--- src/pht_pkg.sv ---
// Package of the pair hash table: codes, widths and hash step helpers.
package pht_pkg;

  localparam int DEFAULT_CAPACITY = 1024;
  localparam int KEY_W            = 32;
  localparam int ID_W             = 16;
  localparam int WORD_W           = 32;
  localparam int FUNC_W           = 2;
  localparam int IDX_OUT_W        = 10;
  localparam int CNT_OUT_W        = 11;
  localparam int IN_TDATA_W       = 72;
  localparam int OUT_TDATA_W      = 56;

  // Operation codes carried on the input tuser
  localparam logic [FUNC_W-1:0] FUNC_FIND   = 2'd0;
  localparam logic [FUNC_W-1:0] FUNC_ADD    = 2'd1;
  localparam logic [FUNC_W-1:0] FUNC_REMOVE = 2'd2;

  // Mixer steps: even steps add a left shift (inverted, except on the plain step), odd steps xor a right shift
  localparam logic [2:0] HASH_STEP_PLAIN = 3'd2;
  localparam logic [2:0] HASH_LAST_STEP  = 3'd5;

  typedef struct packed {
    logic             start;
    logic [KEY_W-1:0] key;
  } hash_req_t;

  // Shift distance of each mixer step
  function automatic logic [4:0] mix_shift(input logic [2:0] step);
    logic [4:0] sh;
    unique case (step)
      3'd0:    sh = 5'd15;
      3'd1:    sh = 5'd10;
      3'd2:    sh = 5'd3;
      3'd3:    sh = 5'd6;
      3'd4:    sh = 5'd11;
      3'd5:    sh = 5'd16;
      default: sh = 5'd0;
    endcase
    return sh;
  endfunction

endpackage

--- src/pht_hash.sv ---
// Iterative 32-bit integer mixer: one shift-and-combine step per cycle.
module pht_hash (
  input  logic                     clk,
  input  logic                     rst,
  input  pht_pkg::hash_req_t       req,
  output logic                     done,
  output logic [pht_pkg::KEY_W-1:0] result
);

  logic                      busy;
  logic [2:0]                step;
  logic [pht_pkg::KEY_W-1:0] operand;
  logic [pht_pkg::KEY_W-1:0] k_next;
  logic [4:0]                sh;

  // Shared shift, invert and add-or-xor unit
  always_comb begin
    sh = pht_pkg::mix_shift(step);
    if (step[0]) begin
      operand = result >> sh;
      k_next  = result ^ operand;
    end else begin
      operand = result << sh;
      if (step != pht_pkg::HASH_STEP_PLAIN) begin
        operand = ~operand;
      end
      k_next = result + operand;
    end
  end

  // Step sequencer
  always_ff @(posedge clk) begin
    if (rst) begin
      busy <= 1'b0;
      done <= 1'b0;
      step <= '0;
    end else begin
      done <= 1'b0;
      if (req.start) begin
        busy <= 1'b1;
        step <= '0;
      end else if (busy) begin
        step <= step + 3'd1;
        if (step == pht_pkg::HASH_LAST_STEP) begin
          busy <= 1'b0;
          done <= 1'b1;
        end
      end
    end
  end

  // Mixer value
  always_ff @(posedge clk) begin
    if (req.start) begin
      result <= req.key;
    end else if (busy) begin
      result <= k_next;
    end
  end

endmodule

--- config.mk ---
export PLATFORM = sky130hd
export DESIGN_NAME = pht_hash
export DESIGN_NICKNAME = d
export VERILOG_FILES = /design/src/pht_pkg.sv /design/src/pht_hash.sv
export SDC_FILE = /design/constraint.sdc
export NUM_CORES = 1
export LEC_CHECK = 0
export BUFFER_PORTS_ARGS = -buffer_cell sky130_fd_sc_hd__buf_2
export CAP_MARGIN = 0
export CORE_MARGIN = 1
export CORE_UTILIZATION = 56
export DETAILED_ROUTE_END_ITERATION = 7
export HOLD_SLACK_MARGIN = 0.15
export PLACE_DENSITY = 0.79
export SLEW_MARGIN = 20
export SYNTH_ARGS = -nofsm -noshare
export SYNTH_HDL_FRONTEND = slang
export SYNTH_SLANG_ARGS = --single-unit
--- constraint.sdc ---
create_clock -name clk -period 4.5 [get_ports clk]
set_input_delay 0.675 -clock clk [delete_from_list [all_inputs] [get_ports clk]]
set_output_delay 0.675 -clock clk [all_outputs]
set_load 0.01 [all_outputs]
==> report_table.html <==
<table>
<tr><th>Metric</th><th>Value</th></tr>
<tr><th colspan="2">Timing</th></tr>
<tr><td>Final clock period utilization by the worst path</td><td>between 90% and 100%</td></tr>
<tr><td>Max Clk Rate</td><td>roughly 0.22 GHz</td></tr>
<tr><td>Max_slew headroom</td><td>between 30% and 40%</td></tr>
<tr><td>Endpoints failing hold</td><td>0</td></tr>
<tr><td>Worst-Margin Slew</td><td>between 0.9 and 1 ns</td></tr>
<tr><td>Number of setup violations in the final report</td><td>0</td></tr>
<tr><td>Min Tclk post-route</td><td>4.46 ns</td></tr>
<tr><td>Clock tree skew after final layout</td><td>about 0.0093 ns</td></tr>
<tr><td>Final-report max-slew violation count</td><td>0</td></tr>
<tr><th colspan="2">Synth</th></tr>
<tr><td>Cell count after synthesis</td><td>between 900 and 1000</td></tr>
<tr><td>Number of synthesized register bits</td><td>37</td></tr>
<tr><td>Netlist area before placement</td><td>between 6000 and 7000 sq um</td></tr>
<tr><td>Post-synthesis sequential area ratio</td><td>~16%</td></tr>
<tr><td>Number of flops mapped to enable cells by yosys</td><td>32</td></tr>
<tr><td>Post-synth net total</td><td>around 980</td></tr>
<tr><td>Number of warnings issued by yosys</td><td>0</td></tr>
<tr><td>Post-synthesis cell type count</td><td>63</td></tr>
<tr><td>Count leader, synth</td><td>sky130_fd_sc_hd__nand2_1</td></tr>
<tr><td>Top cell type's share of synthesized area</td><td>14.5%</td></tr>
<tr><td>Fraction of synthesis flops using an asynchronous set or reset pin</td><td>0%</td></tr>
<tr><td>Top cells by count, synth</td><td>sky130_fd_sc_hd__nand2_1, sky130_fd_sc_hd__a21oi_1, sky130_fd_sc_hd__nor2_1</td></tr>
<tr><td>Synth area leader</td><td>sky130_fd_sc_hd__edfxtp_1</td></tr>
<tr><td>Post-synthesis average cell area</td><td>~7.3 sq um</td></tr>
<tr><td>Largest cells by area after synthesis</td><td>sky130_fd_sc_hd__edfxtp_1, sky130_fd_sc_hd__nand2_1, sky130_fd_sc_hd__a21oi_1</td></tr>
<tr><td>Prevailing post-synth register cell</td><td>sky130_fd_sc_hd__edfxtp_1</td></tr>
<tr><th colspan="2">Clock network</th></tr>
<tr><td>Number of buffers added to fix hold violations after cts</td><td>0</td></tr>
<tr><td>TritonCTS Buffers</td><td>5</td></tr>
<tr><td>Longest Clk Path Bufs</td><td>2</td></tr>
<tr><td>Later-pin clock latency in the skew report</td><td>0.30 ns</td></tr>
<tr><td>TritonCTS clock tree</td><td>built</td></tr>
<tr><td>Count of clock tree sinks</td><td>37</td></tr>
<tr><td>Worst-path clk slew</td><td>around 0.06 ns</td></tr>
<tr><td>Buffer cell driving the clock tree root</td><td>sky130_fd_sc_hd__clkbuf_16</td></tr>
<tr><td>Depth of the CTS H-tree</td><td>2</td></tr>
<tr><th colspan="2">Final layout</th></tr>
<tr><td>Antenna diodes</td><td>0</td></tr>
<tr><td>Final standard cell count with taps included and fillers excluded</td><td>about 1200</td></tr>
<tr><td>Area growth from synthesis to layout</td><td>30.3%</td></tr>
<tr><td>Layout cells sized above 1</td><td>between 20% and 30%</td></tr>
<tr><td>Number of nets in the final layout</td><td>between 1000 and 1500</td></tr>
<tr><td>Final Cell Area</td><td>approximately 8600 sq um</td></tr>
<tr><th colspan="2">Floorplanning</th></tr>
<tr><td>Die footprint</td><td>between 10000 and 15000 sq um</td></tr>
<tr><td>Core box area</td><td>around 11000 sq um</td></tr>
<tr><td>Effective utilization at floorplan</td><td>between 50% and 60%</td></tr>
<tr><td>Number of placed I/O pins</td><td>slightly below 70</td></tr>
<tr><td>Die width</td><td>approximately 110 microns</td></tr>
<tr><td>Total number of placement rows</td><td>39</td></tr>
<tr><td>Die extent in y</td><td>about 110 microns</td></tr>
<tr><th colspan="2">Drt</th></tr>
<tr><td>Total via count in the routed design</td><td>just over 8000</td></tr>
<tr><td>WL per Instance</td><td>between 20 and 25 microns</td></tr>
<tr><td>Count of routing violations after the opening detailed-route iteration</td><td>1481</td></tr>
<tr><td>Number of iterations in the first detailed-routing pass</td><td>8</td></tr>
<tr><td>Vias per Instance</td><td>6.82</td></tr>
<tr><td>Wirelength, routed</td><td>27.8 mm</td></tr>
<tr><td>Number of DRC violations after detailed routing</td><td>0</td></tr>
<tr><td>Count of nets left with antenna violations after detail routing</td><td>0</td></tr>
<tr><th colspan="2">Min path</th></tr>
<tr><td>Cell depth of the worst min-delay path</td><td>2</td></tr>
<tr><td>Worst Hold Endpoint</td><td>step[1]</td></tr>
<tr><td>Beginning of the worst hold path</td><td>step[1]</td></tr>
<tr><td>Min-delay worst type</td><td>flip-flop to flip-flop</td></tr>
<tr><th colspan="2">GRT</th></tr>
<tr><td>Global-route usage over all layers</td><td>~44%</td></tr>
<tr><td>Wire length of the first global-routing pass</td><td>slightly above 40 mm</td></tr>
<tr><td>Number of antenna violations at the first check in global routing</td><td>0</td></tr>
<tr><td>Number of global-route vias before repair</td><td>7278</td></tr>
<tr><td>Global-route congestion overflow total</td><td>0</td></tr>
<tr><td>Maximum number of pins on one net before global-route repair</td><td>45</td></tr>
<tr><th colspan="2">Placement</th></tr>
<tr><td>HPWL reported at the end of detailed placement</td><td>20.5 mm</td></tr>
<tr><td>Total cell area at the placement stage</td><td>about 7900 sq um</td></tr>
<tr><td>IO buf count</td><td>67</td></tr>
<tr><td>Placed cell count</td><td>roughly 1200</td></tr>
<tr><td>Last weighted congestion value of the routability-driven placer</td><td>around 1.1</td></tr>
<tr><th colspan="2">Worst setup path</th></tr>
<tr><td>Worst flop-to-flop path startpoint</td><td>step[0]</td></tr>
<tr><td>R2R setup slack</td><td>0.04 ns</td></tr>
<tr><td>CP Data Required Time</td><td>4.55 ns</td></tr>
<tr><td>Worst reg2reg path endpoint</td><td>result[25]</td></tr>
<tr><td>Worst R2R Path Depth</td><td>22</td></tr>
<tr><td>Maximum fanout count along the critical path</td><td>6</td></tr>
<tr><td>Type of element capturing the critical path</td><td>flip-flop</td></tr>
<tr><td>Launching element type of the critical path</td><td>flip-flop</td></tr>
<tr><td>Critical path start-end classification</td><td>flip-flop to flip-flop</td></tr>
<tr><td>Arr. time, crit path</td><td>4.51 ns</td></tr>
<tr><th colspan="2">Power</th></tr>
<tr><td>IR Drop Worst-Case VDD</td><td>486 uV</td></tr>
<tr><td>Leakage</td><td>3.66 nW</td></tr>
<tr><td>Power density over cell area</td><td>approximately 510 nW/um^2</td></tr>
<tr><th colspan="2">Status</th></tr>
<tr><td>Status</td><td>completed</td></tr>
<tr><th colspan="2">Run</th></tr>
<tr><td>Number of max-cap violations</td><td>0</td></tr>
</table>
layout make-up:
type	count	area [sq um]
multi-input combinational	777	5600
inverter	24	90.1
clock buffer	5	125
tap	143	179
clock inverter	3	41.3
timing repair buffer	209	1520
sequential	37	1060
fill	915	2850
worst max-delay path, stage by stage (launching register included):
cell and delay (ns):
sky130_fd_sc_hd__dfxtp_4 0.37, sky130_fd_sc_hd__inv_2 0.07, sky130_fd_sc_hd__ha_4 0.20, sky130_fd_sc_hd__buf_4 0.17, sky130_fd_sc_hd__o21ai_0 0.21, sky130_fd_sc_hd__o21ai_0 0.16, sky130_fd_sc_hd__mux2i_2 0.30, sky130_fd_sc_hd__nor3_1 0.12
sky130_fd_sc_hd__buf_4 0.15, sky130_fd_sc_hd__xnor2_1 0.13, sky130_fd_sc_hd__ha_1 0.36, sky130_fd_sc_hd__nand3_1 0.11, sky130_fd_sc_hd__nor2_2 0.18, sky130_fd_sc_hd__o41ai_2 0.10, sky130_fd_sc_hd__buf_4 0.16, sky130_fd_sc_hd__a211oi_4 0.27
sky130_fd_sc_hd__o211ai_1 0.13, sky130_fd_sc_hd__buf_4 0.16, sky130_fd_sc_hd__a21o_1 0.22, sky130_fd_sc_hd__a211oi_2 0.20, sky130_fd_sc_hd__buf_4 0.17, sky130_fd_sc_hd__o2111a_1 0.21, sky130_fd_sc_hd__nor3_2 0.05
how the worst max path moves through the flow:
stage / startpoint / end / depth (start not counted) / slack (ns)
CTS: step[1] / result[25] / 19 / 0.006
global route: step[0] / result[25] / 22 / -0.12
global placement: step[1] / result[27] / 21 / -0.16
finish: step[0] / result[25] / 22 / 0.04
detailed placement: step[0] / result[24] / 21 / -0.24
floorplan: step[1] / result[28] / 24 / 0.005
logic make-up (layout without fill, tap and decap cells):
| group | count (synthesis) | in the layout | synth area share [%] |
|---|---|---|---|
| xor+xnor | 73 | 73 | 9.66 |
| buf+inv | 90 | 241 | 5.84 |
| fa+ha+maj | 39 | 39 | 7.49 |
| simple gates | 285 | 285 | 18.6 |
| flops | 37 | 37 | 16.0 |
| mux | 53 | 53 | 10.2 |
| compound gates | 326 | 327 | 32.2 |
per-stage QoR:
step / total power [mW] / worst slack [ns] / util, % / setup TNS, ns / hold WS [ns]
6_report: 4.36 / 0.0419 / 75.2 / 0 / 0.567
5_1_grt: 4.59 / -0.122 / 75.2 / -0.617 / 0.601
4_1_cts: 4.03 / 0.00562 / 71.0 / 0 / 0.555
3_5_place_dp: 3.54 / -0.241 / 68.7 / -0.997 / 0.543
3_3_place_gp: 3.52 / -0.159 / 68.7 / -0.585 / 0.542
2_1_floorplan: 2.58 / 0.00522 / - / 0 / 0.553
report_power, final:
part	total (mW)	internal [mW]	switching, mW
registers	0.762	0.514	0.248
clock network	0.420	0.260	0.160
logic	3.18	1.42	1.76
flip-flops by register name, indices dropped and copies added, names as in the netlist:
name / count
step: 3
result: 32
busy: 1
done: 1
layout by cell type, fill, tap and decap left out, types with 24 or more instances in the layout:
master | Yosys | layout
sky130_fd_sc_hd__buf_4 | 0 | 132
sky130_fd_sc_hd__nor2_1 | 73 | 69
sky130_fd_sc_hd__ha_1 | 38 | 33
sky130_fd_sc_hd__mux2i_1 | 33 | 24
sky130_fd_sc_hd__xnor2_1 | 47 | 46
sky130_fd_sc_hd__buf_2 | 27 | 67
sky130_fd_sc_hd__nand2_1 | 129 | 127
sky130_fd_sc_hd__edfxtp_1 | 32 | 32
sky130_fd_sc_hd__o21ai_0 | 49 | 37
sky130_fd_sc_hd__a21oi_1 | 96 | 82
sky130_fd_sc_hd__xor2_1 | 26 | 26
sky130_fd_sc_hd__a22oi_1 | 32 | 28
routing by layer:
layer,vias to the layer above,global-route usage (%),wire length (microns)
met5,-,0,0
met4,0,16.7,1170
met3,107,13.2,3760
met2,612,63.1,11800
met1,3795,60.3,11000
li1,3654,-,-
what timing repair did:
action / in CTS / in global routing
gates resized for setup: 21 / 72
cloned: 0 / 2
pin swaps: 2 / 22
buffers inserted: 3 / 15
endpoints found under the setup margin: 9 / 21
endpoints found under the hold margin: 0 / 0
(Power assumes the default switching activity.)
